**src/hw/rtl/sed_pkg.sv**
```systemverilog
package sed_pkg;

	// escape phase codes
	localparam logic [2:0] PH_IDLE  = 3'd0;
	localparam logic [2:0] PH_BS    = 3'd1;
	localparam logic [2:0] PH_ZERO1 = 3'd2;
	localparam logic [2:0] PH_ZERO2 = 3'd3;
	localparam logic [2:0] PH_OCT1  = 3'd4;
	localparam logic [2:0] PH_OCT2  = 3'd5;
	localparam logic [2:0] PH_HEX1  = 3'd6;
	localparam logic [2:0] PH_HEX2  = 3'd7;

	localparam logic [7:0] BSLASH   = 8'd92;
	localparam int         MAX_RES  = 3;

	// one group of decoded bytes caused by a single input transfer
	typedef struct packed {
		logic       last;  // input carried the end of the literal
		logic [1:0] cnt;   // number of valid bytes, 1..3
		logic [7:0] b2;
		logic [7:0] b1;
		logic [7:0] b0;
	} sed_grp_t;

	// queue status seen by the front and back
	typedef struct packed {
		logic full;
		logic empty;
	} sed_qstat_t;

endpackage

```
**src/hw/rtl/sed_front.sv**
```systemverilog
module sed_front (
	input  logic              clk,
	input  logic              arst_n,
	input  logic              s_axis_tvalid,
	output logic              s_axis_tready,
	input  logic [7:0]        s_axis_tdata,  // [7:0] in_byte
	input  logic              s_axis_tlast,  // lit_last
	input  sed_pkg::sed_qstat_t q_stat,
	output logic              push,
	output sed_pkg::sed_grp_t grp,
	output logic              idle
);
	import sed_pkg::*;

	logic [2:0] ph_q;
	logic [7:0] d0_q;
	logic [7:0] d1_q;

	logic [2:0] nph;
	logic [7:0] nd0;
	logic [7:0] nd1;
	logic       fire;

	// append one byte to a group, dropping anything past the third
	function automatic sed_grp_t put(sed_grp_t g, logic [7:0] x);
		sed_grp_t r;
		r = g;
		unique case (g.cnt)
			2'd0: r.b0 = x;
			2'd1: r.b1 = x;
			2'd2: r.b2 = x;
			default: ;
		endcase
		if (g.cnt != 2'(MAX_RES)) r.cnt = g.cnt + 2'd1;
		return r;
	endfunction

	function automatic logic is_dig(logic [7:0] x);
		return (x >= "0") && (x <= "9");
	endfunction

	function automatic logic is_hex(logic [7:0] x);
		return is_dig(x) || ((x >= "a") && (x <= "f")) || ((x >= "A") && (x <= "F"));
	endfunction

	// nibble value of a hex digit; letters carry 1..6 in their low nibble
	function automatic logic [3:0] hex_val(logic [7:0] x);
		return is_dig(x) ? x[3:0] : 4'(x[3:0] + 4'd9);
	endfunction

	// two octal-weight digits: a*8 + b
	function automatic logic [7:0] oct2(logic [7:0] a, logic [7:0] b);
		return 8'({a[3:0], 3'b000}) + 8'(b[3:0]);
	endfunction

	assign s_axis_tready = !q_stat.full;
	assign fire          = s_axis_tvalid && s_axis_tready;
	assign idle          = (ph_q == PH_IDLE);

	// classify the byte against the escape phase and build its output group
	always_comb begin
		sed_grp_t    g;
		logic [7:0]  b;
		logic        isd;
		logic        ish;
		logic        do_plain;
		logic [9:0]  v;
		g        = '0;
		b        = s_axis_tdata;
		isd      = is_dig(b);
		ish      = is_hex(b);
		do_plain = 1'b0;
		nph      = ph_q;
		nd0      = d0_q;
		nd1      = d1_q;
		v        = 10'({d0_q[3:0], 6'b000000}) + 10'({d1_q[3:0], 3'b000}) + 10'(b[3:0]);
		unique case (ph_q)
			PH_IDLE: do_plain = 1'b1;
			PH_BS: begin
				nph = PH_IDLE;
				unique case (b)
					"n":  g = put(g, 8'd10);
					"t":  g = put(g, 8'd9);
					"r":  g = put(g, 8'd13);
					"b":  g = put(g, 8'd8);
					"f":  g = put(g, 8'd12);
					"v":  g = put(g, 8'd11);
					"a":  g = put(g, 8'd7);
					"\\": g = put(g, 8'd92);
					"\"": g = put(g, 8'd34);
					"'":  g = put(g, 8'd39);
					"?":  g = put(g, 8'd63);
					"0":  nph = PH_ZERO1;
					"x":  nph = PH_HEX1;
					default: begin
						if ((b >= "1") && (b <= "7")) begin
							nd0 = b;
							nph = PH_OCT1;
						end else begin
							g = put(g, BSLASH);
						end
					end
				endcase
			end
			PH_ZERO1: begin
				if (isd) begin
					nd0 = b;
					nph = PH_ZERO2;
				end else begin
					g        = put(g, 8'd0);
					do_plain = 1'b1;
				end
			end
			PH_ZERO2: begin
				if (isd) begin
					g   = put(g, oct2(d0_q, b));
					nph = PH_IDLE;
				end else begin
					g        = put(g, 8'(d0_q[3:0]));
					do_plain = 1'b1;
				end
			end
			PH_OCT1: begin
				if (isd) begin
					nd1 = b;
					nph = PH_OCT2;
				end else begin
					g        = put(g, 8'(d0_q[3:0]));
					do_plain = 1'b1;
				end
			end
			PH_OCT2: begin
				if (isd) begin
					// above 255: backslash, drop the first digit, pass the rest
					if (v[9:8] == 2'b00) begin
						g = put(g, v[7:0]);
					end else begin
						g = put(g, BSLASH);
						g = put(g, d1_q);
						g = put(g, b);
					end
					nph = PH_IDLE;
				end else begin
					g        = put(g, oct2(d0_q, d1_q));
					do_plain = 1'b1;
				end
			end
			PH_HEX1: begin
				if (ish) begin
					nd0 = b;
					nph = PH_HEX2;
				end else begin
					g        = put(g, BSLASH);
					do_plain = 1'b1;
				end
			end
			PH_HEX2: begin
				if (ish) begin
					g   = put(g, {hex_val(d0_q), hex_val(b)});
					nph = PH_IDLE;
				end else begin
					g        = put(g, BSLASH);
					g        = put(g, d0_q);
					do_plain = 1'b1;
				end
			end
			default: ;
		endcase

		// treat the byte as an ordinary body byte
		if (do_plain) begin
			if (b == BSLASH) begin
				nph = PH_BS;
			end else begin
				nph = PH_IDLE;
				g   = put(g, b);
			end
		end

		// flush whatever escape is still pending at the end of the literal
		if (s_axis_tlast) begin
			unique case (nph)
				PH_BS:    g = put(g, BSLASH);
				PH_ZERO1: g = put(g, 8'd0);
				PH_ZERO2: g = put(g, 8'(nd0[3:0]));
				PH_OCT1:  g = put(g, 8'(nd0[3:0]));
				PH_OCT2:  g = put(g, oct2(nd0, nd1));
				PH_HEX1:  g = put(g, BSLASH);
				PH_HEX2: begin
					g = put(g, BSLASH);
					g = put(g, nd0);
				end
				default: ;
			endcase
			nph = PH_IDLE;
		end
		g.last = s_axis_tlast;
		grp    = g;
	end

	assign push = fire && (grp.cnt != 2'd0);

	// advance the escape phase
	always_ff @(posedge clk or negedge arst_n) begin
		if (!arst_n) begin
			ph_q <= PH_IDLE;
		end else if (fire) begin
			ph_q <= nph;
		end
	end

	// hold escape digits
	always_ff @(posedge clk) begin
		if (fire) begin
			d0_q <= nd0;
			d1_q <= nd1;
		end
	end

endmodule

```
**src/hw/rtl/sed_queue.sv**
```systemverilog
module sed_queue #(
	parameter int DEPTH = 4
) (
	input  logic                clk,
	input  logic                arst_n,
	input  logic                push,
	input  sed_pkg::sed_grp_t   din,
	input  logic                pop,
	output sed_pkg::sed_grp_t   head,
	output sed_pkg::sed_qstat_t stat
);
	import sed_pkg::*;

	localparam int PW = $clog2(DEPTH);
	localparam int CW = $clog2(DEPTH + 1);

	sed_grp_t        mem_q [DEPTH];
	logic [PW-1:0]   wr_ptr_q;
	logic [PW-1:0]   rd_ptr_q;
	logic [CW-1:0]   cnt_q;

	assign head       = mem_q[rd_ptr_q];
	assign stat.empty = (cnt_q == '0);
	assign stat.full  = (cnt_q == CW'(DEPTH));

	// store pushed groups
	always_ff @(posedge clk) begin
		if (push) mem_q[wr_ptr_q] <= din;
	end

	// advance pointers and fill level
	always_ff @(posedge clk or negedge arst_n) begin
		if (!arst_n) begin
			wr_ptr_q <= '0;
			rd_ptr_q <= '0;
			cnt_q    <= '0;
		end else begin
			if (push) begin
				wr_ptr_q <= (wr_ptr_q == PW'(DEPTH - 1)) ? '0 : wr_ptr_q + PW'(1);
			end
			if (pop) begin
				rd_ptr_q <= (rd_ptr_q == PW'(DEPTH - 1)) ? '0 : rd_ptr_q + PW'(1);
			end
			if (push && !pop) cnt_q <= cnt_q + CW'(1);
			else if (pop && !push) cnt_q <= cnt_q - CW'(1);
		end
	end

endmodule

```
**src/hw/rtl/sed_back.sv**
```systemverilog
module sed_back (
	input  logic                clk,
	input  logic                arst_n,
	input  sed_pkg::sed_grp_t   head,
	input  sed_pkg::sed_qstat_t q_stat,
	output logic                pop,
	output logic                m_axis_tvalid,
	input  logic                m_axis_tready,
	output logic [7:0]          m_axis_tdata,  // [7:0] out_byte
	output logic                m_axis_tuser,  // run_last
	output logic                m_axis_tlast   // lit_end
);
	import sed_pkg::*;

	logic [1:0] idx_q;
	logic       fire;
	logic       run_last;

	assign m_axis_tvalid = !q_stat.empty;
	assign fire          = m_axis_tvalid && m_axis_tready;
	assign run_last      = (idx_q == head.cnt - 2'd1);
	assign m_axis_tuser  = run_last;
	assign m_axis_tlast  = run_last && head.last;
	assign pop           = fire && run_last;

	// pick the current byte of the head group
	always_comb begin
		unique case (idx_q)
			2'd0:    m_axis_tdata = head.b0;
			2'd1:    m_axis_tdata = head.b1;
			default: m_axis_tdata = head.b2;
		endcase
	end

	// step through the group, restart on pop
	always_ff @(posedge clk or negedge arst_n) begin
		if (!arst_n) begin
			idx_q <= 2'd0;
		end else if (fire) begin
			idx_q <= run_last ? 2'd0 : idx_q + 2'd1;
		end
	end

endmodule

```
**src/hw/rtl/string_escape_decoder.sv**
```systemverilog
// Decodes the body of a C string literal, one raw byte per input transfer, with
// tlast on the final byte; each decoded byte leaves as one output transfer, tuser
// marking the last byte caused by an input and tlast the last byte of the literal.
// The front end classifies one byte per cycle against the escape phase and pushes
// the decoded bytes it causes, if any, as one group of one to three into a
// QUEUE_DEPTH-entry queue; the back end sends one byte per cycle while the output
// is ready. Input accepts one byte every cycle while the queue is not full,
// and a decoded byte is offered the cycle after its input transfer at the earliest.
module string_escape_decoder #(
	parameter int QUEUE_DEPTH = 4
) (
	input  logic       clk,
	input  logic       arst_n,
	input  logic       s_axis_tvalid,
	output logic       s_axis_tready,
	input  logic [7:0] s_axis_tdata,  // [7:0] in_byte
	input  logic       s_axis_tlast,  // lit_last
	output logic       m_axis_tvalid,
	input  logic       m_axis_tready,
	output logic [7:0] m_axis_tdata,  // [7:0] out_byte
	output logic       m_axis_tuser,  // run_last
	output logic       m_axis_tlast   // lit_end
);
	import sed_pkg::*;

	sed_grp_t   grp;
	sed_grp_t   head;
	sed_qstat_t q_stat;
	logic       push;
	logic       pop;
	logic       front_idle;

	sed_front u_front (
		.clk           (clk),
		.arst_n        (arst_n),
		.s_axis_tvalid (s_axis_tvalid),
		.s_axis_tready (s_axis_tready),
		.s_axis_tdata  (s_axis_tdata),
		.s_axis_tlast  (s_axis_tlast),
		.q_stat        (q_stat),
		.push          (push),
		.grp           (grp),
		.idle          (front_idle)
	);

	sed_queue #(
		.DEPTH (QUEUE_DEPTH)
	) u_queue (
		.clk    (clk),
		.arst_n (arst_n),
		.push   (push),
		.din    (grp),
		.pop    (pop),
		.head   (head),
		.stat   (q_stat)
	);

	sed_back u_back (
		.clk           (clk),
		.arst_n        (arst_n),
		.head          (head),
		.q_stat        (q_stat),
		.pop           (pop),
		.m_axis_tvalid (m_axis_tvalid),
		.m_axis_tready (m_axis_tready),
		.m_axis_tdata  (m_axis_tdata),
		.m_axis_tuser  (m_axis_tuser),
		.m_axis_tlast  (m_axis_tlast)
	);

	// never push into a full queue
	a_no_overflow: assert property (@(posedge clk) disable iff (!arst_n)
		push |-> !q_stat.full)
		else $error("group pushed into full queue");

	// the queue holds no empty group
	a_head_nonempty: assert property (@(posedge clk) disable iff (!arst_n)
		m_axis_tvalid |-> (head.cnt != 2'd0))
		else $error("empty group at queue head");

	// the end of a literal leaves no escape pending
	a_flush_idle: assert property (@(posedge clk) disable iff (!arst_n)
		(s_axis_tvalid && s_axis_tready && s_axis_tlast) |=> front_idle)
		else $error("escape pending after literal end");

	// the final byte of a literal closes its group
	a_end_closes_run: assert property (@(posedge clk) disable iff (!arst_n)
		(m_axis_tvalid && m_axis_tlast) |-> m_axis_tuser)
		else $error("literal end inside a group");

endmodule
```
**config.mk**
```make
export PLATFORM = sky130hd
export DESIGN_NAME = string_escape_decoder
export DESIGN_NICKNAME = d
export VERILOG_FILES = /design/src/hw/rtl/sed_pkg.sv /design/src/hw/rtl/sed_front.sv /design/src/hw/rtl/sed_queue.sv /design/src/hw/rtl/sed_back.sv /design/src/hw/rtl/string_escape_decoder.sv
export SDC_FILE = /design/constraint.sdc
export NUM_CORES = 1
export LEC_CHECK = 0
export BUFFER_PORTS_ARGS = -buffer_cell sky130_fd_sc_hd__buf_4
export CAP_MARGIN = 20
export CORE_ASPECT_RATIO = 1.25
export CORE_MARGIN = 4
export CORE_UTILIZATION = 40
export DETAILED_ROUTE_END_ITERATION = 12
export PLACE_DENSITY = 0.67
export RECOVER_POWER = 25
export SLEW_MARGIN = 20
export SYNTH_ARGS = -nofsm -noshare
export SYNTH_HDL_FRONTEND = slang
export SYNTH_SLANG_ARGS = --single-unit
```
**constraint.sdc**
```tcl
create_clock -name clk -period 7.33 [get_ports clk]
set_input_delay 0.733 -clock clk [delete_from_list [all_inputs] [get_ports clk]]
set_output_delay 0.733 -clock clk [all_outputs]
set_load 0.05 [all_outputs]
```
After elaboration in Yosys (flattened, before gate mapping)
Memory sizes are Yosys's and may differ from the RTL's. Index checks and enable logic that the tools add are counted.

Bits in registers: 28. Memory bits (writable): 108. Bits of input ports: 13. Output and inout port bits: 12. Word-level logic and storage cells: 215. Memories kept: 1.

Memory list: u_queue.mem_q (words 4, width 27, read ports 1, clocked after memory_dff 0, wr ports 1, RTL line sed_queue.sv:17) `sed_grp_t mem_q [DEPTH];`.

Add/sub/neg operators: 19. $lt $le $gt $ge: 10. Eq/ne operators: 50. Mux-type cells: 88. Reductions and logical operators: 39.

Operators by type and width (number): 25-bit one-hot mux with 12 select lines (1); 8-bit 2-to-1 mux (32); 26-bit one-hot mux with 7 select lines (1); 26-bit 2-to-1 mux (6); 26-bit one-hot mux with 5 select lines (1); 25-bit 2-to-1 mux (4); 8-bit by 7-bit equality test with 1-bit output (second input constant) (9); 2-bit 2-to-1 mux (19); 8-bit by 6-bit equality test with 1-bit output (second input constant) (4); 3-bit 2-to-1 mux (10); 3-bit equality test (second input constant) (9); 7-bit by 4-bit adder with 8-bit output (3); 8-bit by 6-bit greater-or-equal comparator with 1-bit output (second input constant) (3); 8-bit by 6-bit <= comparator with 1-bit output (second input constant) (3); 8-bit one-hot mux with 3 select lines (1); 2-bit by 1-bit adder with 2-bit output (second input constant) (9); 3-bit one-hot mux with 6 select lines (1); 2-bit equality test (second input constant) (8); 8-bit by 7-bit greater-or-equal comparator with 1-bit output (second input constant) (2); 8-bit by 7-bit <= comparator with 1-bit output (second input constant) (2); 2-bit logical NOT (8); 4-bit 2-to-1 mux (4); 8-bit one-hot mux with 2 select lines (1); 2-bit by 1-bit equality test with 1-bit output (second input constant) (7); other kinds (23) (58).

Depth between registers and ports, before layout
Depth after elaboration: 34. Depth in mapped cells: 18. Depth with buffers taken out: 15.

By module
A second synthesis with hierarchy kept.

Cell total of the unflattened synthesis: 657. Area total of the unflattened synthesis: 7837.5 um^2.

By module, submodules not included: sed_queue (times used 1, cells each 178, area each 4317.9 um^2, seq. area each 3418.3 um^2); sed_front (times used 1, cells each 429, area each 3181.8 um^2, seq. area each 555.5 um^2); sed_back (times used 1, cells each 50, area each 337.8 um^2, seq. area each 50.0 um^2).

Worst setup path after synthesis
Ideal clock, no wire load.

Path type: input-to-reg. From: input port s_axis_tdata[0]. To: register u_queue.cnt_q[2]. Library setup time: 0.079 ns. Data arrival time: 4.243 ns. Data required time: 7.251 ns. Setup slack: 3.008 ns. Cell stages on the path: 16. Buffers on the path: 1. Path through: clkbuf_1 inv_1 ha_1 o21bai_1 a21oi_2 a2111oi_2 nor2_1 nor2_2 nor3_1 a21oi_2 ha_1 inv_1 fa_1 xor2_1 nor2_1 xor2_1.

Longest elaborated chain between the ends: 23. Elaborated cells on any way between the ends: 84. Those cells by class: add/sub (4); order compare (8); eq/ne (23); mux (32); reduce/logical (17).

RTL lines: start: declaration (RTL line string_escape_decoder.sv:16) `input logic [7:0] s_axis_tdata,`; parallel branches: the longest is 17 deep, another holds 8-bit by 6-bit greater-or-equal comparator with 1-bit output; 26-bit 2-to-1 mux (*) (RTL line sed_front.sv:181) `if (s_axis_tlast) begin`; 2-bit nonzero test (*) (RTL line sed_front.sv:201) `assign push = fire && (grp.cnt != 2'd0);`; 1-bit logical AND (*) (RTL line sed_front.sv:201); named net push (RTL line string_escape_decoder.sv:29) `logic push;`; 1-bit logical NOT (RTL line sed_queue.sv:45) `else if (pop && !push) cnt_q <= cnt_q - CW'(1);`; 1-bit logical AND (RTL line sed_queue.sv:45); 2-bit nonzero test (no line); end signal: assignment (RTL line sed_queue.sv:44) `if (push && !pop) cnt_q <= cnt_q + CW'(1);`; end signal: assignment (RTL line sed_queue.sv:45); end: declaration (RTL line sed_queue.sv:20) `logic [CW-1:0] cnt_q;`.

Mark *: on every way through the listed nets, which the timed path passes. The select of a mux whose other input is x is not followed. A chain may end at the register's enable or synchronous reset.

Worst setup path in the final report
From: input port s_axis_tdata[4]. To: register u_queue.cnt_q[2].

Same word-level chain as after synthesis.

==> flow_summary.toml <==
[status]
run_status = "finished with violations"
failed_checks = "capacitance limit, slew limit"

[setup_path]
r2r_setup_slack_ns = 2.95
worstSetupEndpoint = "u_queue.cnt_q[2]"
worst_ep_arrival_time_ns = 5.79
worstPathMaxFanout = 18
cp-startpoint = "s_axis_tdata[4]"
worstPathCellList = "clkbuf_1 -> nand4bb_1 -> a21oi_1 -> nand2_1 -> nor3_1 -> buf_4 -> or2_0 -> nor3_1 -> a21oi_2 -> ha_1 -> inv_1 -> fa_1 -> xor2_1 -> nor2_1 -> xor2_1"
regToRegStartpoint = "u_front.ph_q[0]"
critical_path.max_stage_delay_ns = 0.97
timing.critical_path.slowest_stage_cell = "a21oi_1"
cp.depth = 15
worst_ep_required_time_ns = 7.66
reg2reg_to = "u_queue.cnt_q[2]"
cp_num_buf_inv = 3
worst-r2r-cell-count = 12
cpLargestDelayFamily = "simple AND/OR/NAND/NOR gates"
crit_type = "in2reg"
worst_setup_path_end_kind = "flip-flop"
start_kind = "primary input"

[sta]
worst_pin_slew_ns = 1.81
fin_hold_ws_ns = 0.321
layout_min_cycle_time_ns = 5.46
slew_viol_final = 31
maxSlewHeadroom_pct = -20.6
fin_crit_sh_pct = 74.5
fin_worst_skew_ns = 0.0141
rsz0062_at_grt = "no"
max_freq_mhz = 183
setup_violating_endpoint_count_in_the_final_report = 0
hold_viol_final = 0
setup_tns_ns = 0

[clock_tree]
clk_root_buffer_cell = "clkbuf_16"
cts_inserted_buffers = 17
postCtsSetupBuffers = 0
clk-insertion-delay-late_ns = 0.41
path_clk_slew_ns = 0.06
clk_path_buf_depth = 2
tritoncts_clock_tree = "built"
post_cts_resized = 0
holdBufCountCts = 0
h-tree-depth = 4
cts_num_sinks = 136

[detailed_routing]
detail_route.vias_per_cell = 6.35
route.detailed.wl_per_inst_um = 22.8
drt_first_iter_violations = 607
drc_errors = 0
drt_wl_total_um = 19200
drt-pass1-iter-count = 6
ant_nets = 0
routed-via-count = 5357

[job]
number_of_maximum_capacitance_constraint_violations = 1

[floorplanning]
die_w_um = 131
chipHeight_um = 162
rows = 55
core_region_area_mm2 = 0.0183
starting_utilization_of_the_core_area_pct = 41.2
floorplan.io_pins = 25
die_area_mm2 = 0.0211

[synth]
avgSynthCellArea_um2 = 12.7
mappedNetlistNets = 631
synth.top_cells.by_area = "edfxtp_1 49%, mux4_2 8.1%, dfrtp_1 4.0%"
postSynth.asyncResetShare_pct = 8.82
synth_edf_count = 124
ys_ff_latch = 136
synth.most_common_cell = "edfxtp_1"
post_synth_design_cell_area_mm2 = 0.00755
netlist_top_cells_count = "124 x edfxtp_1, 42 x nand2_1, 31 x nor2_1"
synthesized_netlist_cell_count = 593
ys_dominant_reg_cell = "edfxtp_1"
yosysWarnings = 0
synth_top_area_share_pct = 49.3
netlist-cell-type-count = 83
synth_sequential_area_ratio_pct = 53.3
netlist.top_cell.by_area = "edfxtp_1"

[grt]
global_route_wire_length_before_repair_um = 30000
gr-usage-all-layers_pct = 18.6
grt-ovfl-total = 0
largest_net_degree_at_the_start_of_global_routing = 31
grt_antenna_before_repair = 0
first_global_vias = 5317

[power_and_ir_drop]
pwr_density_cell_mw_per_mm2 = 357
power.leakage_nw = 2.91
peakVddDrop_v = 0.000195

[place]
dpl.hpwl_um = 13100
globalplace.congestion = 0.940
port-buffer-count = 24

[final_layout]
flow.area_growth_from_synthesis_pct = 11.7
total_of_fill_cells_in_the_finished_design = 1658
multi_input_comb_area_mm2 = 0.00328
sequential_cell_area_mm2 = 0.00402
nets = 641
layout-drive-gt1-share_pct = 14.8
diodes_inserted = 0

[min_path]
timing.hold.worst.class = "in2async"
[worst min-delay path by stage]
stage / cells after the start / to / start
floorplan: 0 / u_back.idx_q[0] / arst_n
global placement: 1 / u_queue.cnt_q[2] / u_queue.cnt_q[2]
detailed placement: 1 / u_queue.cnt_q[2] / u_queue.cnt_q[2]
CTS: 1 / u_front.ph_q[1] / arst_n
global route: 1 / u_front.ph_q[1] / arst_n
finish: 1 / u_front.ph_q[1] / arst_n
[power breakdown]
| group | internal [W] | leakage (nW) | switching [W] |
|---|---|---|---|
| logic | 0.000370 | 1.33 | 0.000615 |
| registers | 0.00103 | 1.30 | 0.000127 |
| clock network | 0.000565 | 0.286 | 0.000305 |
[per-layer routing]
layer  track usage (%)  wire, um
met5                 0         0
met4              7.16       453
met1              23.8      7850
met3              3.01      1130
met2              31.5      9810
[cell usage in the layout, fill, tap and decap left out, drive strengths merged, types with 10 or more instances in the layout]
master / synthesis / routed
nand2: 42 / 42
inv: 16 / 17
o21ai: 25 / 25
nor3: 13 / 13
ha: 24 / 24
mux4: 27 / 27
a21oi: 17 / 17
mux2: 11 / 11
dfrtp: 12 / 12
nor2: 32 / 32
a31oi: 10 / 10
buf: 14 / 14
clkbuf: 26 / 35
and2: 14 / 14
a211oi: 12 / 12
nand3: 15 / 15
edfxtp: 124 / 124
nor2b: 12 / 12
a21o: 11 / 11
[layout make-up]
| type | instances | share of cell area, % |
|---|---|---|
| Inverter | 16 | 0.712 |
| Clock inverter | 14 | 2.14 |
| Multi-Input combinational cell | 401 | 38.9 |
| Tap cell | 228 | 3.38 |
| Timing Repair Buffer | 31 | 2.00 |
| Clock buffer | 18 | 5.09 |
| Sequential cell | 136 | 47.7 |
[worst register-to-register path: cells and delay by family (launching register included)]
| kind | cells | cell delay [ns] |
|---|---|---|
| AO/OA/AOI/OAI | 3 | 1.19 |
| adder cells (fa/ha/maj) | 2 | 0.68 |
| flip-flops | 1 | 0.69 |
| XOR/XNOR | 2 | 0.34 |
| AND/OR/NAND/NOR | 4 | 1.32 |
| buffers and inverters | 1 | 0.07 |
[metrics by stage]
step	std cells	area, um2	worst slack [ns]	power, W	utilization (%)
6_report	844	8430	1.87	0.00301	46.0
5_1_grt	844	8430	1.53	0.00315	46.0
4_1_cts	844	8510	2.63	0.00308	46.5
3_5_place_dp	812	7900	2.21	0.00220	43.2
3_3_place_gp	812	7900	2.45	0.00217	43.2
2_1_floorplan	593	7550	3.01	0.00190	-
[cells by family (layout without fill, tap and decap cells)]
family | Yosys count | after routing | synth area share [%]
buffers and inverters | 56 | 79 | 3.02
AOI/OAI and AO/OA | 143 | 143 | 14.4
muxes | 40 | 40 | 9.96
DFF | 136 | 136 | 53.3
and+or+nand+nor | 177 | 177 | 13.2
adders and majority gates | 25 | 25 | 4.24
xor gates and xnor gates | 16 | 16 | 1.86
[registers in the layout (all words and copies together), names as in the netlist]
name / flops
u_front.d1_q: 8
u_queue.mem_q: 108
u_queue.cnt_q: 3
u_back.idx_q: 2
u_queue.rd_ptr_q: 2
u_front.ph_q: 3
u_queue.wr_ptr_q: 2
u_front.d0_q: 8
Note: power is estimated with default switching activity, not from simulation.
